`config.mk`:
```
export PLATFORM = sky130hd
export DESIGN_NAME = lrpe_ctrl
export DESIGN_NICKNAME = d
export VERILOG_FILES = /design/src/hw/rtl/lrpe_pkg.sv /design/src/hw/rtl/lrpe_ctrl.sv
export SDC_FILE = /design/constraint.sdc
export NUM_CORES = 1
export LEC_CHECK = 0
export BUFFER_PORTS_ARGS = -buffer_cell sky130_fd_sc_hd__buf_2
export CAP_MARGIN = 20
export CORE_AREA = 2 2 58 65
export CTS_CLUSTER_SIZE = 24
export DETAILED_ROUTE_END_ITERATION = 16
export DIE_AREA = 0 0 60 67
export PLACE_DENSITY_LB_ADDON = 0.25
export SKIP_CTS_REPAIR_TIMING = 1
export SLEW_MARGIN = 20
export SYNTH_ARGS = -nofsm -noshare
export SYNTH_HDL_FRONTEND = slang
export SYNTH_SLANG_ARGS = --single-unit
```
`constraint.sdc`:
```
create_clock -name clk_i -period 2.65 [get_ports clk_i]
set_input_delay 0.1325 -clock clk_i [delete_from_list [all_inputs] [get_ports clk_i]]
set_output_delay 0.1325 -clock clk_i [all_outputs]
set_load 0.01 [all_outputs]
```
`src/hw/rtl/lrpe_pkg.sv`:
```
`timescale 1ns / 1ps
// ----------------------------------------------------------------------------
// lrpe_pkg
// shared constants, payload types and controller/datapath interface types
// ----------------------------------------------------------------------------
package lrpe_pkg;

  localparam int STACK_DEPTH    = 512;
  localparam int SP_W           = $clog2(STACK_DEPTH);
  localparam int LC_W           = SP_W + 1;
  localparam int TABLE_AW       = 12;
  localparam int TABLE_DEPTH    = 1 << TABLE_AW;
  localparam int NUM_TABLES     = 14;
  localparam int TBL_ID_W       = 4;
  localparam int TBL_ADDR_W     = TBL_ID_W + TABLE_AW;
  localparam int TBL_SIZE       = NUM_TABLES * TABLE_DEPTH;
  localparam int IDX_W          = 18;
  localparam int MAX_REDUCTIONS = 63;
  localparam int NRED_W         = $clog2(MAX_REDUCTIONS + 1);
  localparam int ST_W           = 12;
  localparam int TOK_W          = 10;
  localparam int WORD_W         = 16;
  localparam int CFG_IDX_W      = 2;
  localparam int CFG_DATA_W     = 12;

  // opcodes
  localparam logic [1:0] OPC_START = 2'd0;
  localparam logic [1:0] OPC_TOKEN = 2'd1;
  localparam logic [1:0] OPC_WRITE = 2'd2;

  // result kinds
  localparam logic [2:0] KIND_REDUCE    = 3'd0;
  localparam logic [2:0] KIND_SHIFTED   = 3'd1;
  localparam logic [2:0] KIND_ACCEPTED  = 3'd2;
  localparam logic [2:0] KIND_ERROR     = 3'd3;
  localparam logic [2:0] KIND_SUSPENDED = 3'd4;
  localparam logic [2:0] KIND_OVERFLOW  = 3'd5;
  localparam logic [2:0] KIND_DONE      = 3'd6;

  // table ids
  localparam logic [TBL_ID_W-1:0] TBL_BM = 4'd0;
  localparam logic [TBL_ID_W-1:0] TBL_BR = 4'd1;
  localparam logic [TBL_ID_W-1:0] TBL_BC = 4'd2;
  localparam logic [TBL_ID_W-1:0] TBL_BF = 4'd3;
  localparam logic [TBL_ID_W-1:0] TBL_TM = 4'd4;
  localparam logic [TBL_ID_W-1:0] TBL_TR = 4'd5;
  localparam logic [TBL_ID_W-1:0] TBL_TC = 4'd6;
  localparam logic [TBL_ID_W-1:0] TBL_NM = 4'd7;
  localparam logic [TBL_ID_W-1:0] TBL_NR = 4'd8;
  localparam logic [TBL_ID_W-1:0] TBL_NC = 4'd9;
  localparam logic [TBL_ID_W-1:0] TBL_RM = 4'd10;
  localparam logic [TBL_ID_W-1:0] TBL_RR = 4'd11;
  localparam logic [TBL_ID_W-1:0] TBL_RC = 4'd12;
  localparam logic [TBL_ID_W-1:0] TBL_PL = 4'd13;

  // config register indexes
  localparam logic [CFG_IDX_W-1:0] CFG_ACCEPT_STATE = 2'd0;
  localparam logic [CFG_IDX_W-1:0] CFG_EOF_TOKEN    = 2'd1;
  localparam logic [CFG_IDX_W-1:0] CFG_LEX_MODE     = 2'd2;

  typedef struct packed {
    logic [1:0]               opcode;
    logic [TOK_W-1:0]         token_code;
    logic [TBL_ID_W-1:0]      table_id;
    logic [11:0]              table_index;
    logic signed [WORD_W-1:0] table_value;
  } in_item_t;

  typedef struct packed {
    logic [2:0]      kind;
    logic [ST_W-1:0] production;
    logic [ST_W-1:0] parser_state;
    logic [9:0]      stack_depth;
    logic            last;
  } out_item_t;

  typedef enum logic [4:0] {
    OP_NONE, OP_LOAD, OP_EMIT_DONE, OP_RD_BR, OP_RD_BC, OP_RD_BM, OP_RD_BF,
    OP_PUSH_X, OP_RD_TC, OP_RD_TM, OP_SET_P, OP_SHIFT_DONE, OP_RD_PL, OP_POP,
    OP_EMIT_RED, OP_RD_NC, OP_RD_NM, OP_SET_X, OP_RD_RR, OP_RD_RC, OP_RD_RM,
    OP_SET_PR, OP_NPUSH, OP_EMIT_NULL, OP_RD_PL0, OP_SET_FAIL, OP_SET_OVF,
    OP_ACCEPT, OP_RESTORE, OP_RD_LOG, OP_UNDO, OP_EMIT_FIN
  } dp_op_e;

  typedef struct packed {
    dp_op_e op;
  } cmd_t;

  typedef struct packed {
    logic [1:0] in_op;
    logic       tok_zero;
    logic       bits_nz;
    logic       tv_le0;
    logic       tv_gt0;
    logic       tv_lt0;
    logic       tv_m1;
    logic       push_ovf;
    logic       pop_ovf;
    logic       log_full;
    logic       log_empty;
    logic       nred_max;
    logic       x_is_acc;
    logic       out_free;
  } stat_t;

  typedef struct packed {
    logic [SP_W-1:0] sp;
    logic [ST_W-1:0] st;
  } log_t;

endpackage

```
`src/hw/rtl/lrpe_ctrl.sv`:
```
`timescale 1ns / 1ps
// ----------------------------------------------------------------------------
// lrpe_ctrl
// sequencer for table walks, reduction chains and stack restore
// ----------------------------------------------------------------------------
module lrpe_ctrl import lrpe_pkg::*; (
  input  logic  clk_i,
  input  logic  rst_ni,
  input  logic  in_valid_i,
  input  stat_t stat_i,
  output cmd_t  cmd_o,
  output logic  in_stall_o
);

  localparam logic [4:0] S_IDLE = 5'd0;
  localparam logic [4:0] S_DONE = 5'd1;
  localparam logic [4:0] S_L1   = 5'd2;
  localparam logic [4:0] S_L2   = 5'd3;
  localparam logic [4:0] S_L3   = 5'd4;
  localparam logic [4:0] S_L4   = 5'd5;
  localparam logic [4:0] S_L5   = 5'd6;
  localparam logic [4:0] S_S1   = 5'd7;
  localparam logic [4:0] S_S2   = 5'd8;
  localparam logic [4:0] S_S3   = 5'd9;
  localparam logic [4:0] S_S4   = 5'd10;
  localparam logic [4:0] S_C1   = 5'd11;
  localparam logic [4:0] S_C2   = 5'd12;
  localparam logic [4:0] S_C3   = 5'd13;
  localparam logic [4:0] S_C4   = 5'd14;
  localparam logic [4:0] S_C5   = 5'd15;
  localparam logic [4:0] S_C6   = 5'd16;
  localparam logic [4:0] S_R1   = 5'd17;
  localparam logic [4:0] S_R2   = 5'd18;
  localparam logic [4:0] S_R3   = 5'd19;
  localparam logic [4:0] S_R4   = 5'd20;
  localparam logic [4:0] S_R5   = 5'd21;
  localparam logic [4:0] S_R6   = 5'd22;
  localparam logic [4:0] S_R7   = 5'd23;
  localparam logic [4:0] S_A1   = 5'd24;
  localparam logic [4:0] S_A2   = 5'd25;
  localparam logic [4:0] S_X1   = 5'd26;
  localparam logic [4:0] S_X2   = 5'd27;
  localparam logic [4:0] S_FIN  = 5'd28;

  logic [4:0] state_d, state_q;
  logic       mode_d, mode_q;   // 1: chain after a shift, 0: lookahead reduce
  dp_op_e     op;

  always_comb begin
    state_d = state_q;
    mode_d  = mode_q;
    op      = OP_NONE;
    unique case (state_q)
      S_IDLE: begin
        if (in_valid_i) begin
          op = OP_LOAD;
          unique case (stat_i.in_op)
            OPC_START, OPC_WRITE: state_d = S_DONE;
            OPC_TOKEN:            state_d = stat_i.tok_zero ? S_X1 : S_L1;
            default:              state_d = S_IDLE;
          endcase
        end
      end
      S_DONE: begin
        if (stat_i.out_free) begin
          op      = OP_EMIT_DONE;
          state_d = S_IDLE;
        end
      end
      S_L1: begin op = OP_RD_BR; state_d = S_L2; end
      S_L2: begin op = OP_RD_BC; state_d = S_L3; end
      S_L3: begin op = OP_RD_BM; state_d = S_L4; end
      S_L4: begin op = OP_RD_BF; state_d = S_L5; end
      S_L5: state_d = stat_i.bits_nz ? S_S1 : S_R1;
      S_S1: begin
        mode_d = 1'b1;
        if (stat_i.push_ovf) begin
          op      = OP_SET_OVF;
          state_d = S_X1;
        end else begin
          op      = OP_PUSH_X;
          state_d = S_S2;
        end
      end
      S_S2: begin op = OP_RD_TC; state_d = S_S3; end
      S_S3: begin op = OP_RD_TM; state_d = S_S4; end
      S_S4: begin
        if (stat_i.tv_le0) begin
          op      = OP_SET_P;
          state_d = S_C1;
        end else begin
          op      = OP_SHIFT_DONE;
          state_d = S_FIN;
        end
      end
      S_C1: begin op = OP_RD_PL; state_d = S_C2; end
      S_C2: begin
        if (stat_i.pop_ovf) begin
          op      = OP_SET_OVF;
          state_d = S_X1;
        end else begin
          op      = OP_POP;
          state_d = S_C3;
        end
      end
      S_C3: begin
        if (stat_i.nred_max) begin
          op      = OP_SET_OVF;
          state_d = S_X1;
        end else if (stat_i.out_free) begin
          op      = OP_EMIT_RED;
          state_d = S_C4;
        end
      end
      S_C4: begin op = OP_RD_NC; state_d = S_C5; end
      S_C5: begin op = OP_RD_NM; state_d = S_C6; end
      S_C6: begin
        if (mode_q) begin
          if (stat_i.tv_le0) begin
            op      = OP_SET_P;
            state_d = S_C1;
          end else begin
            op      = OP_SHIFT_DONE;
            state_d = S_FIN;
          end
        end else if (stat_i.tv_lt0) begin
          op      = OP_SET_P;
          state_d = S_C1;
        end else begin
          op      = OP_SET_X;
          state_d = S_L1;
        end
      end
      S_R1: begin op = OP_RD_RR; mode_d = 1'b0; state_d = S_R2; end
      S_R2: begin
        if (stat_i.tv_le0) begin
          op      = OP_RD_RC;
          state_d = S_R3;
        end else begin
          op      = OP_SET_PR;
          state_d = S_R5;
        end
      end
      S_R3: begin op = OP_RD_RM; state_d = S_R4; end
      S_R4: begin
        if (stat_i.tv_gt0) begin
          op      = OP_SET_PR;
          state_d = S_R5;
        end else begin
          state_d = S_A1;
        end
      end
      S_R5: begin op = OP_RD_PL; state_d = S_R6; end
      S_R6: begin
        if (!stat_i.tv_m1) begin
          state_d = S_C1;
        end else if (stat_i.push_ovf || stat_i.log_full) begin
          op      = OP_SET_OVF;
          state_d = S_X1;
        end else begin
          op      = OP_NPUSH;
          state_d = S_R7;
        end
      end
      S_R7: begin
        if (stat_i.nred_max) begin
          op      = OP_SET_OVF;
          state_d = S_X1;
        end else if (stat_i.out_free) begin
          op      = OP_EMIT_NULL;
          state_d = S_C4;
        end
      end
      S_A1: begin
        if (stat_i.x_is_acc) begin
          op      = OP_RD_PL0;
          state_d = S_A2;
        end else begin
          op      = OP_SET_FAIL;
          state_d = S_X1;
        end
      end
      S_A2: begin
        if (stat_i.pop_ovf) begin
          op      = OP_SET_OVF;
          state_d = S_X1;
        end else begin
          op      = OP_ACCEPT;
          state_d = S_FIN;
        end
      end
      S_X1: begin
        if (stat_i.log_empty) begin
          op      = OP_RESTORE;
          state_d = S_FIN;
        end else begin
          op      = OP_RD_LOG;
          state_d = S_X2;
        end
      end
      S_X2: begin op = OP_UNDO; state_d = S_X1; end
      S_FIN: begin
        if (stat_i.out_free) begin
          op      = OP_EMIT_FIN;
          state_d = S_IDLE;
        end
      end
      default: state_d = S_IDLE;
    endcase
  end

  always_ff @(posedge clk_i or negedge rst_ni) begin
    if (!rst_ni) begin
      state_q <= S_IDLE;
      mode_q  <= 1'b0;
    end else begin
      state_q <= state_d;
      mode_q  <= mode_d;
    end
  end

  assign cmd_o.op   = op;
  assign in_stall_o = (state_q != S_IDLE);

endmodule

```
==> flow_summary.ini <==
[outcome]
status = finished clean

[logic_synthesis]
ys_ff_latch = 6
synth-main-ff-cell = dfrtp_1
syn_area_um2 = 1300
syn_nets = 210
yosysSeqAreaShare_pct = 11.55
ys_types = 54
synth_edf_count = 0
async_flop_share_pct = 100.0
syn_inst = 192
yosysWarnings = 0
syn_area_per_cell_um2 = 6.771

[route]
drt_wl_total_mm = 4.963
dr_total_vias = 1720
vias_per_cell = 6.641
wire_per_inst_um = 19.16
drt-pass1-iter-count = 6
ant_nets = 0
drc = 0
first_iter_violations = 181

[cts]
cts_tree = built
max-clock-path-buffers = 2
cts.htree.levels = 1
cts_buffers = 3
clockRootBuffer = clkbuf_4
cts.clk_slew.worst_paths_ns = 0.05
clock_latency_ns = 0.24
cts_sinks = 6

[die]
dieArea_um2 = 4020
core_area_um2 = 3331
die-height_um = 67
io_pins = 24
start_util_pct = 39.03
placementRows = 22
fp.dieW_um = 60

[critical_path]
crit_fanout = 23
crit_buf_inv = 3
endpoint_kind = output port
arrival_ns = 2.30
crit_type = reg -> out
crit_path_top_delay_cell = or4_1
startpoint_type = flip-flop
path_delay_family = simple AND/OR/NAND/NOR gates
critPathRequiredTime_ns = 2.52
max_stage_delay_ns = 0.56
path_cells = buf_4 -> inv_1 -> nor3_1 -> o211ai_1 -> o311ai_0 -> or4_1 -> buf_2

[min_path]
hold_path.class = in -> async

[power]
powerDensity_nw_per_um2 = 1082
p_leak_nw = 0.6040
finalPower_mw = 1.626
ir_drop_mv = 0.4546

[final_layout]
multi_input_area_um2 = 1027
register_area_um2 = 150.1
num_antenna_cells = 0
area_delta_synth_final_pct = 15.59
layout.nets = 231
drive_above_1_share_pct = 17.54
fill_cells = 360
fin_area_um2 = 1503

[global_route]
grt_pass1_vias = 1566
grt_first_pass_wirelength_mm = 8.135
antenna_found_initial = 0
grt_use_total_pct = 26.84
grt_max_degree = 28
grt_overflow_total = 0

[timing]
tightest_slew_ns = 0.5870
fin_skew_ns = 0.006876
rsz0062_at_grt = no
hold_slack_ns = 0.2496
setup_violations = 0
hold_viol_final = 0
min_period_ns = 2.428
max_freq_mhz = 411.9
relSlewSlack_pct = 60.79
tns_ns = 0
min_period_over_period_pct = 91.62
worst_slack_ns = 0.2220
slew_violations = 0

[placed_design]
gp_congestion = 0.9736
port_buffers = 23
dpl-instance-area_um2 = 1470
pre_cts_slack_ns = 0.5058
dp_hpwl_mm = 3.776

[flow_run]
drv_cap = 0
-- report_power, final --
part	leakage, nW	switching (mW)	internal, mW
Clock	0.0138	0.0309	0.0511
Combinational	0.520	0.816	0.536
Sequential	0.0702	0.0596	0.133
-- registers in the layout, indices dropped and copies added, names as in the netlist --
register,cells
state_q,5
mode_q,1
-- Yosys cell counts, drive strengths merged (2+ instances only) --
| master | count | area share (%) |
|---|---|---|
| dfrtp | 6 | 12 |
| nand3b | 2 | 1.2 |
| nor3 | 6 | 2.3 |
| mux2i | 3 | 2.3 |
| nor3b | 5 | 2.9 |
| inv | 9 | 2.6 |
| or3 | 2 | 0.96 |
| nand2 | 15 | 4.3 |
| a31oi | 4 | 1.9 |
| a2111oi | 2 | 1.3 |
| and3b | 5 | 3.4 |
| o311a | 3 | 2.3 |
| or4 | 3 | 2.0 |
| o211ai | 2 | 1.2 |
| o31ai | 2 | 1.2 |
| a21boi | 2 | 1.2 |
| nor2 | 15 | 4.3 |
| a21oi | 13 | 5.0 |
| a211o | 2 | 1.3 |
| nor4 | 3 | 1.4 |
| nand2b | 10 | 4.8 |
| o221ai | 2 | 1.3 |
| buf | 8 | 3.9 |
| o311ai | 2 | 1.3 |
| o41ai | 2 | 1.3 |
| o2111ai | 4 | 2.7 |
| nor4b | 2 | 2.5 |
| nand3 | 9 | 3.5 |
| a22o | 3 | 2.0 |
| o21ai | 12 | 4.6 |
| nor2b | 6 | 2.9 |
| nand4 | 3 | 1.4 |
| o211a | 2 | 1.5 |
| clkbuf | 9 | 2.6 |
-- cell type report --
cell class / count / area share, %
clock buffers: 3 / 1.499
inverters: 10 / 2.498
multi-input cells: 159 / 68.36
flip-flops and latches: 6 / 9.992
well taps: 48 / 3.997
repair buffers: 33 / 13.66
-- stage by stage --
stage          util (%)  instances
5_1_grt           45.12        259
2_1_floorplan         -        192
6_report          45.12        259
4_1_cts           44.82        258
3_3_place_gp      44.14        255
3_5_place_dp      44.14        255
-- cell usage in the layout, fill, tap and decap left out, types with 6 or more instances in the layout --
cell type	instances
buf_4	8
nand3_1	9
o21ai_0	10
dfrtp_1	6
buf_2	23
nand2_1	15
nor2b_1	6
inv_1	9
nor2_1	15
nand2b_1	10
a21oi_1	13
nor3_1	6
-- kinds of logic after synthesis --
logic type	synth area share, %
and+or+nand+nor	41.10
AOI/OAI and AO/OA	34.94
buffers and inverters	9.431
DFF	11.55
muxes	2.310
xor gates and xnor gates	0.6738
-- routing by layer --
layer  track usage [%]  up-vias  part of all wire (%)
li1                  -      782                     -
met1             35.34      765                    39
met2             40.35      143                    44
met3             6.408       30                    11
met4             12.78        0                   5.0
met5                 0        -                     0
-- final timing paths --
kind	start	end	slack, ns	depth (start not counted)
setup reg to reg	state_q[4]	state_q[1]	0.58	7
hold / removal	rst_ni	mode_q	0.25	2
hold reg to reg	state_q[0]	state_q[0]	0.68	2
setup / recovery	state_q[4]	cmd_o[0]	0.22	7
max in group asynchronous	rst_ni	state_q[2]	2.25	2
min in group clk_i	stat_i[12]	state_q[4]	0.29	4
(Power assumes the default switching activity.)
